[config.mk]
export PLATFORM = sky130hd
export DESIGN_NAME = rgba_clamp_hue_saturation_top_flat
export DESIGN_NICKNAME = d
export VERILOG_FILES = /design/src/rtl/rchs_pkg.sv /design/src/rtl/rchs_if.sv /design/src/rtl/rgba_clamp_hue_saturation_top.sv /design/src/flat_wrapper.sv
export SDC_FILE = /design/constraint.sdc
export NUM_CORES = 1
export LEC_CHECK = 0
export ABC_CLOCK_PERIOD_IN_PS = 21000
export BUFFER_PORTS_ARGS = -buffer_cell sky130_fd_sc_hd__buf_2
export CAP_MARGIN = 15
export CELL_PAD_IN_SITES_DETAIL_PLACEMENT = 0
export CELL_PAD_IN_SITES_GLOBAL_PLACEMENT = 1
export CORE_AREA = 2 2 316 318
export CTS_CLUSTER_DIAMETER = 80
export DETAILED_ROUTE_END_ITERATION = 16
export DIE_AREA = 0 0 318 320
export GPL_TIMING_DRIVEN = 0
export MAX_ROUTING_LAYER = met4
export PLACE_DENSITY = 0.64
export RECOVER_POWER = 25
export SLEW_MARGIN = 20
export SYNTH_ARGS = -nofsm -noshare
export SYNTH_HDL_FRONTEND = slang
export SYNTH_SLANG_ARGS = --single-unit
[constraint.sdc]
create_clock -name i_clk -period 21 [get_ports i_clk]
set_input_delay 1.05 -clock i_clk [delete_from_list [all_inputs] [get_ports i_clk]]
set_output_delay 1.05 -clock i_clk [all_outputs]
set_load 0.01 [all_outputs]
[src/rtl/rchs_pkg.sv]
// Package: widths, pipeline types, max-channel codes and the divider step function.
`default_nettype none

package rchs_pkg;

    localparam int IN_W   = 16;   // raw channel width
    localparam int CH_W   = 8;    // clamped channel width
    localparam int WORD_W = 32;   // packed RGBA word
    localparam int HUE_W  = 9;
    localparam int SAT_W  = 7;
    localparam int QW     = 9;    // quotient bits per divide
    localparam int NUM_W  = 18;   // dividend width
    localparam int DEN_W  = 9;    // divisor width
    localparam int QSTEP  = 3;    // quotient bits resolved per stage

    localparam logic [CH_W-1:0]  C_CH_MAX    = 8'd255;
    localparam logic [HUE_W-1:0] C_FULL_TURN = 9'd360;

    // Which channel holds the maximum
    localparam logic [1:0] MAX_RED   = 2'd0;
    localparam logic [1:0] MAX_GREEN = 2'd1;
    localparam logic [1:0] MAX_BLUE  = 2'd2;

    typedef struct packed {
        logic [CH_W-1:0] r;
        logic [CH_W-1:0] g;
        logic [CH_W-1:0] b;
        logic [CH_W-1:0] a;
    } t_rgba;

    typedef struct packed {
        t_rgba           px;
        logic [CH_W-1:0] mx;
        logic [CH_W-1:0] d;
        logic [1:0]      sel;
    } t_ext;

    typedef struct packed {
        logic [NUM_W-1:0] rem;
        logic [DEN_W-1:0] den;
        logic [QW-1:0]    q;
    } t_div;

    typedef struct packed {
        t_rgba px;
        t_div  hue;
        t_div  sat;
        logic  grey;
        logic  black;
    } t_dst;

    typedef struct packed {
        t_rgba             px;
        logic [HUE_W-1:0]  hue;
        logic [SAT_W-1:0]  sat;
    } t_res;

    // Three restoring-division steps, quotient bits hi..hi-2
    function automatic t_div div_step3(input t_div x, input int hi);
        t_div             y;
        logic [NUM_W-1:0] trial;
        int               bit_i;
        y = x;
        for (int k = 0; k < QSTEP; k++) begin
            bit_i = hi - k;
            trial = NUM_W'({{(NUM_W-DEN_W){1'b0}}, y.den} << bit_i);
            if (y.rem >= trial) begin
                y.rem      = y.rem - trial;
                y.q[bit_i] = 1'b1;
            end
        end
        return y;
    endfunction

endpackage

`default_nettype wire

[src/rtl/rchs_if.sv]
// Stream interfaces: raw RGBA pixel in, clamped pixel with hue/saturation out.
`default_nettype none

interface rchs_in_if;
    import rchs_pkg::*;
    logic              valid;
    logic              ready;
    logic [IN_W-1:0]   red_in;
    logic [IN_W-1:0]   green_in;
    logic [IN_W-1:0]   blue_in;
    logic [IN_W-1:0]   alpha_in;

    modport source (output valid, output red_in, output green_in, output blue_in,
                    output alpha_in, input ready);
    modport sink   (input valid, input red_in, input green_in, input blue_in,
                    input alpha_in, output ready);
endinterface

interface rchs_out_if;
    import rchs_pkg::*;
    logic              valid;
    logic              ready;
    logic [CH_W-1:0]   red_out;
    logic [CH_W-1:0]   green_out;
    logic [CH_W-1:0]   blue_out;
    logic [CH_W-1:0]   alpha_out;
    logic [WORD_W-1:0] packed_word;
    logic [HUE_W-1:0]  hue_degrees;
    logic [SAT_W-1:0]  saturation_hundredths;

    modport source (output valid, output red_out, output green_out, output blue_out,
                    output alpha_out, output packed_word, output hue_degrees,
                    output saturation_hundredths, input ready);
    modport sink   (input valid, input red_out, input green_out, input blue_out,
                    input alpha_out, input packed_word, input hue_degrees,
                    input saturation_hundredths, output ready);
endinterface

`default_nettype wire

[src/rtl/rgba_clamp_hue_saturation_top.sv]
// Top level: RGBA clamp with HSV hue and saturation, six-stage pipeline.
//
// Usage:
//   i_pix  - sink of raw pixels: four signed 16-bit channels per transaction.
//   o_res  - source of results: clamped channels, packed RGBA word, hue in
//            degrees (0..359) and saturation in hundredths (0..100).
//   Both channels use valid/ready; a transaction completes when both are high.
//   Path: an accepted transaction loads the first of six register stages at the
//   accepting edge and moves on stage by stage to o_res.valid.
//   Throughput: one pixel per clock unless stalled (see Stall); the two 9-bit
//   restoring dividers (hue and saturation) are spread over three stages, three
//   quotient bits each, so each pipeline stage can take a new pixel every cycle.
//   Reset (i_rst_n low, synchronous) clears all stage valid bits; payload
//   registers are not reset. The block holds no other state.
//   Stall: when o_res.ready is low, the output stage holds its result and
//   earlier stages keep filling any empty slot; i_pix.ready drops only when
//   every stage holds a pixel. Nothing is lost or repeated.
`default_nettype none

module rgba_clamp_hue_saturation_top (
    input  wire        i_clk,
    input  wire        i_rst_n,
    rchs_in_if.sink    i_pix,
    rchs_out_if.source o_res
);
    import rchs_pkg::*;

    localparam int STG = 6;

    // Stage valid bits and load enables; a stage loads when it is empty or
    // its content moves on in the same cycle.
    logic [STG-1:0] r_vld;
    logic [STG-1:0] w_en;

    t_rgba r_s1;    // clamped channels
    t_ext  r_s2;    // max, delta, max-channel code
    t_dst  r_s3;    // dividends/divisors set up
    t_dst  r_s4;    // quotient bits 8..6
    t_dst  r_s5;    // quotient bits 5..3
    t_res  r_s6;    // final result

    always_comb begin
        w_en[STG-1] = !r_vld[STG-1] || o_res.ready;
        for (int k = STG-2; k >= 0; k--) begin
            w_en[k] = !r_vld[k] || w_en[k+1];
        end
    end

    assign i_pix.ready = w_en[0];

    always_ff @(posedge i_clk) begin
        if (!i_rst_n) begin
            r_vld <= '0;
        end else begin
            if (w_en[0]) begin
                r_vld[0] <= i_pix.valid;
            end
            for (int k = 1; k < STG; k++) begin
                if (w_en[k]) begin
                    r_vld[k] <= r_vld[k-1];
                end
            end
        end
    end

    // ---- Stage 1: clamp each signed channel to 0..255
    function automatic logic [CH_W-1:0] clamp(input logic [IN_W-1:0] v);
        logic [CH_W-1:0] c;
        if (v[IN_W-1]) begin
            c = '0;                         // negative
        end else if (|v[IN_W-2:CH_W]) begin
            c = C_CH_MAX;                   // above 255
        end else begin
            c = v[CH_W-1:0];
        end
        return c;
    endfunction

    t_rgba n_s1;
    always_comb begin
        n_s1.r = clamp(i_pix.red_in);
        n_s1.g = clamp(i_pix.green_in);
        n_s1.b = clamp(i_pix.blue_in);
        n_s1.a = clamp(i_pix.alpha_in);
    end

    // ---- Stage 2: max, min, delta; red wins ties over green, green over blue
    t_ext            n_s2;
    logic [CH_W-1:0] w_mn;
    always_comb begin
        n_s2.px = r_s1;
        if (r_s1.r >= r_s1.g && r_s1.r >= r_s1.b) begin
            n_s2.sel = MAX_RED;
            n_s2.mx  = r_s1.r;
        end else if (r_s1.g >= r_s1.b) begin
            n_s2.sel = MAX_GREEN;
            n_s2.mx  = r_s1.g;
        end else begin
            n_s2.sel = MAX_BLUE;
            n_s2.mx  = r_s1.b;
        end
        w_mn = r_s1.r;
        if (r_s1.g < w_mn) w_mn = r_s1.g;
        if (r_s1.b < w_mn) w_mn = r_s1.b;
        n_s2.d = n_s2.mx - w_mn;
    end

    // ---- Stage 3: hue = (2*num + d) / (2*d), sat = (200*d + mx) / (2*mx)
    t_dst               n_s3;
    logic signed [19:0] w_diff;
    logic signed [19:0] w_prod;
    logic signed [19:0] w_dw;
    logic signed [19:0] w_num;
    logic signed [19:0] w_nh;
    always_comb begin
        w_dw = signed'({12'd0, r_s2.d});
        case (r_s2.sel)
            MAX_RED:   w_diff = signed'({12'd0, r_s2.px.g}) - signed'({12'd0, r_s2.px.b});
            MAX_GREEN: w_diff = signed'({12'd0, r_s2.px.b}) - signed'({12'd0, r_s2.px.r});
            default:   w_diff = signed'({12'd0, r_s2.px.r}) - signed'({12'd0, r_s2.px.g});
        endcase
        w_prod = w_diff * 20'sd60;
        case (r_s2.sel)
            MAX_RED:   w_num = w_prod + ((w_prod < 0) ? w_dw * 20'sd360 : 20'sd0);
            MAX_GREEN: w_num = w_prod + w_dw * 20'sd120;
            default:   w_num = w_prod + w_dw * 20'sd240;
        endcase
        w_nh = (w_num <<< 1) + w_dw;

        n_s3.px      = r_s2.px;
        n_s3.hue.rem = w_nh[NUM_W-1:0];
        n_s3.hue.den = {r_s2.d, 1'b0};
        n_s3.hue.q   = '0;
        n_s3.sat.rem = NUM_W'({10'd0, r_s2.d} * 18'd200) + NUM_W'({10'd0, r_s2.mx});
        n_s3.sat.den = {r_s2.mx, 1'b0};
        n_s3.sat.q   = '0;
        n_s3.grey    = (r_s2.d == '0);
        n_s3.black   = (r_s2.mx == '0);
    end

    // ---- Stages 4 and 5: three quotient bits each
    t_dst n_s4;
    t_dst n_s5;
    always_comb begin
        n_s4     = r_s3;
        n_s4.hue = div_step3(r_s3.hue, QW-1);
        n_s4.sat = div_step3(r_s3.sat, QW-1);
        n_s5     = r_s4;
        n_s5.hue = div_step3(r_s4.hue, QW-1-QSTEP);
        n_s5.sat = div_step3(r_s4.sat, QW-1-QSTEP);
    end

    // ---- Stage 6: last three bits, then grey/black and full-turn fix-up
    t_res n_s6;
    t_div w_hq;
    t_div w_sq;
    always_comb begin
        w_hq    = div_step3(r_s5.hue, QW-1-2*QSTEP);
        w_sq    = div_step3(r_s5.sat, QW-1-2*QSTEP);
        n_s6.px = r_s5.px;
        if (r_s5.grey || w_hq.q == C_FULL_TURN) begin
            n_s6.hue = '0;
        end else begin
            n_s6.hue = w_hq.q;
        end
        n_s6.sat = r_s5.black ? '0 : w_sq.q[SAT_W-1:0];
    end

    always_ff @(posedge i_clk) begin
        if (w_en[0]) r_s1 <= n_s1;
        if (w_en[1]) r_s2 <= n_s2;
        if (w_en[2]) r_s3 <= n_s3;
        if (w_en[3]) r_s4 <= n_s4;
        if (w_en[4]) r_s5 <= n_s5;
        if (w_en[5]) r_s6 <= n_s6;
    end

    assign o_res.valid                 = r_vld[STG-1];
    assign o_res.red_out               = r_s6.px.r;
    assign o_res.green_out             = r_s6.px.g;
    assign o_res.blue_out              = r_s6.px.b;
    assign o_res.alpha_out             = r_s6.px.a;
    assign o_res.packed_word           = {r_s6.px.r, r_s6.px.g, r_s6.px.b, r_s6.px.a};
    assign o_res.hue_degrees           = r_s6.hue;
    assign o_res.saturation_hundredths = r_s6.sat;

endmodule

`default_nettype wire
[src/flat_wrapper.sv]
// flat-port wrapper written by rule: the top's interface ports become plain ports
module rgba_clamp_hue_saturation_top_flat import rchs_pkg::*;
  (i_clk, i_rst_n, i_pix_valid, i_pix_red_in, i_pix_green_in, i_pix_blue_in, i_pix_alpha_in, i_pix_ready, o_res_valid, o_res_red_out, o_res_green_out, o_res_blue_out, o_res_alpha_out, o_res_packed_word, o_res_hue_degrees, o_res_saturation_hundredths, o_res_ready);
  rchs_in_if i_pix_i ();
  rchs_out_if o_res_i ();
  input  wire i_clk;
  input  wire i_rst_n;
  input wire logic [$bits(i_pix_i.valid)-1:0] i_pix_valid;
  input wire logic [$bits(i_pix_i.red_in)-1:0] i_pix_red_in;
  input wire logic [$bits(i_pix_i.green_in)-1:0] i_pix_green_in;
  input wire logic [$bits(i_pix_i.blue_in)-1:0] i_pix_blue_in;
  input wire logic [$bits(i_pix_i.alpha_in)-1:0] i_pix_alpha_in;
  output wire logic [$bits(i_pix_i.ready)-1:0] i_pix_ready;
  output wire logic [$bits(o_res_i.valid)-1:0] o_res_valid;
  output wire logic [$bits(o_res_i.red_out)-1:0] o_res_red_out;
  output wire logic [$bits(o_res_i.green_out)-1:0] o_res_green_out;
  output wire logic [$bits(o_res_i.blue_out)-1:0] o_res_blue_out;
  output wire logic [$bits(o_res_i.alpha_out)-1:0] o_res_alpha_out;
  output wire logic [$bits(o_res_i.packed_word)-1:0] o_res_packed_word;
  output wire logic [$bits(o_res_i.hue_degrees)-1:0] o_res_hue_degrees;
  output wire logic [$bits(o_res_i.saturation_hundredths)-1:0] o_res_saturation_hundredths;
  input wire logic [$bits(o_res_i.ready)-1:0] o_res_ready;
  assign i_pix_i.valid = i_pix_valid;
  assign i_pix_i.red_in = i_pix_red_in;
  assign i_pix_i.green_in = i_pix_green_in;
  assign i_pix_i.blue_in = i_pix_blue_in;
  assign i_pix_i.alpha_in = i_pix_alpha_in;
  assign i_pix_ready = i_pix_i.ready;
  assign o_res_valid = o_res_i.valid;
  assign o_res_red_out = o_res_i.red_out;
  assign o_res_green_out = o_res_i.green_out;
  assign o_res_blue_out = o_res_i.blue_out;
  assign o_res_alpha_out = o_res_i.alpha_out;
  assign o_res_packed_word = o_res_i.packed_word;
  assign o_res_hue_degrees = o_res_i.hue_degrees;
  assign o_res_saturation_hundredths = o_res_i.saturation_hundredths;
  assign o_res_i.ready = o_res_ready;
  rgba_clamp_hue_saturation_top u_core (.i_clk(i_clk), .i_rst_n(i_rst_n), .i_pix(i_pix_i), .o_res(o_res_i));
endmodule
==> impl_metrics.tcl <==
set metrics [dict create \
    yosysMostFrequentCell "edfxtp_1" \
    drive_above_1_share_pct 11.7 \
    nNetsFinal 3541 \
    crit_slowest_cell "fa_1" \
    cts_resized 0 \
    ios 150 \
    num_vias 21131 \
    synthCells 2878 \
    skew_ns 0.0702 \
    placed_area_um2 31900 \
    cts_tree "yes" \
    postCtsHoldBufs 0 \
    wl_per_cell_um 15.9 \
    clock-sinks 389 \
    fmax_ghz 0.0955 \
    synthTopCellsByCount "edfxtp_1, ha_1, inv_1, a21oi_1, nor2_1" \
    dieArea_um2 102000 \
    cts_max_level 2 \
    num_rows 115 \
    grt_use_total_pct 14.2 \
    syn_area_um2 29300 \
    grt_remaining_overflow 0 \
    cp.required_ns 21.35 \
    use_met1_pct 18.7 \
    clockRootBuffer "clkbuf_16" \
    start_util_pct 30.0 \
    rsz0062_at_grt "false" \
    cp.arrival_ns 10.82 \
    critPathCaptureType "register" \
    setup_violations 0 \
    drt-initial-drc-count 1199 \
    start_kind "register" \
    synth_flop_cell "edfxtp_1" \
    drt_drc_violations_left 0 \
    worst_slew_pin_slew_ns 1.06 \
    grt.met2_usage_pct 23.3 \
    die_height_um 320 \
    slew_headroom_pct 28.8 \
    routed_wirelength_um 70100 \
    synth-seq-area-share_pct 39.6 \
    antenna_left 0 \
    antenna_found_initial 0 \
    synth.area.top_cells "edfxtp_1, ha_1, fa_1" \
    hold_viol_final 0 \
    dr.pass1.iters 5 \
    seq_area_um2 11600 \
    async_flop_share_pct 0 \
    synth_top_area_share_pct 39.2 \
    gp_congestion 0.850 \
    finalCritPeriodShare_pct 49.8 \
    syn-num-nets 3341 \
    viasPerCell 4.80 \
    grt_pass1_vias 20825 \
    cp_common_cell "ha_1" \
    clock_latency_ns 0.63 \
    cts_buffer_depth 3 \
    area_growth_pct 14.2 \
    synth_cell_types 102 \
    hold_slack_ns 0.360 \
    outcome "finished, final reports clean" \
    setup-tns-final_ns 0 \
    place_hpwl_um 56100 \
    grt_max_degree 58 \
    met3_usage_pct 1.52 \
    grt_pass1_wl_um 113000 \
    nFillCells 9966 \
    synth-edff-count 383 \
    port_buffers 145 \
    path_class "register to register" \
    synth_area_leader_cell "edfxtp_1" \
    critPathMaxStageDelay_ns 0.52 \
    r2r_slack_ns 10.53 \
    cts_setup_buffers 0 \
    ys_ff_latch 389 \
    top_usage_layer "met2" \
    multi_input_area_um2 16200 \
    tritoncts.num_buffers 48 \
    synth.avg_cell_area_um2 10.2 \
    critPathMaxFanout 10 \
    timing.final.max_slew_violations 0 \
    n_antenna_cell 0 \
    holdCritPathClass "register to register" \
    clk_pin_slew_ns 0.06 \
    design_area_um2 33500 \
    max_cap_viol_count 0 \
    die_x_um 318 \
    layout_min_cycle_time_ns 10.47 \
    yosysWarnings 0 \
    fp.coreArea_um2 98000 \
]
-- routing by layer --
| metal | vias up | part of all wire, % | wire length, um |
|---|---|---|---|
| li1 | 10851 | - | - |
| met1 | 9909 | 49 | 34100 |
| met2 | 290 | 46 | 32500 |
| met3 | 81 | 2.9 | 2060 |
| met4 | 0 | 1.9 | 1360 |
| met5 | - | 0 | 0 |
-- cell families (layout without fill, tap and decap cells) --
logic type / after synthesis / after routing / share of synthesized area (%)
muxes: 80 / 80 / 2.92
adders and majority gates: 396 / 396 / 18.5
AOI/OAI and AO/OA: 697 / 697 / 15.2
and+or+nand+nor: 746 / 746 / 13.0
buffers and inverters: 393 / 630 / 5.52
DFF: 389 / 389 / 39.6
xor gates and xnor gates: 177 / 177 / 5.31
-- worst paths after layout --
path	to	from	cells after the start
worst max-delay path	u_core.r_s3[73]	u_core.r_s2[1]	39
worst min-delay path	u_core.o_res.green_out[5]	u_core.n_s6[37]	0
worst max register to register	u_core.r_s3[73]	u_core.r_s2[1]	39
worst min register to register	u_core.o_res.green_out[5]	u_core.n_s6[37]	0
-- per-stage QoR --
step	instances	util, %	setup WS (ns)
2_1_floorplan	2878	-	12.75
3_3_place_gp	4310	32.3	10.38
3_5_place_dp	4315	32.5	10.33
4_1_cts	4402	34.2	10.30
5_1_grt	4402	34.2	9.56
6_report	4402	34.2	10.53
-- area by class of cell --
class / instances / share of cell area, %
timing repair buffer: 150 / 2.55
buffer: 75 / 1.28
tap: 1287 / 4.81
sequential: 389 / 34.7
inverter: 318 / 3.58
multi-input combinational: 2096 / 48.2
clock buffer: 50 / 3.61
clock inverter: 37 / 1.28
-- sequential cells by signal, indices dropped and copies added, names as in the netlist, 6 cells and up --
register / cells
u_core.r_s5: 58
u_core.n_s3: 48
u_core.n_s5: 48
u_core.n_s4: 47
u_core.r_s4: 36
u_core.n_s2: 32
u_core.n_s6: 32
u_core.r_s3: 32
u_core.o_res.hue_degrees: 9
u_core.o_res.alpha_out: 8
u_core.o_res.blue_out: 8
u_core.o_res.green_out: 8
u_core.o_res.red_out: 8
u_core.o_res.saturation_hundredths: 7
u_core.r_vld: 6
-- worst max-delay path, delay by kind of cell, from the launching register on --
family,cells,cell delay (ns)
AO/OA/AOI/OAI,11,2.36
buffers and inverters,9,2.78
AND/OR/NAND/NOR,8,1.67
adder cells (fa/ha/maj),7,2.44
flip-flops,1,0.32
XOR/XNOR,4,0.60
-- cell usage in the layout, fill, tap and decap left out, types with 9 or more instances in the layout --
cell	count
mux2_2	44
clkbuf_16	48
inv_1	311
nor2b_1	58
nand2_1	168
a211oi_1	17
buf_2	151
or4_1	14
a31oi_1	18
nor3b_1	9
nand3_1	35
nand3b_1	10
and2_1	10
a21o_1	68
o211ai_1	12
a21oi_1	215
ha_1	332
o21a_1	41
o31a_1	12
or2_2	9
xor2_1	57
nand4_1	34
o31ai_1	25
clkbuf_1	27
fa_1	63
mux2i_1	35
edfxtp_1	383
nand2b_1	32
buf_1	9
nor2_1	206
nor3_1	66
xnor2_1	119
a21boi_0	24
or3_1	22
nor4_1	17
buf_4	33
o21bai_1	28
o21ai_0	145
and3_1	13
Power is left out: the tool's default activity adds up to more than one toggle a clock period on the data nets, which glitch-free logic cannot reach.
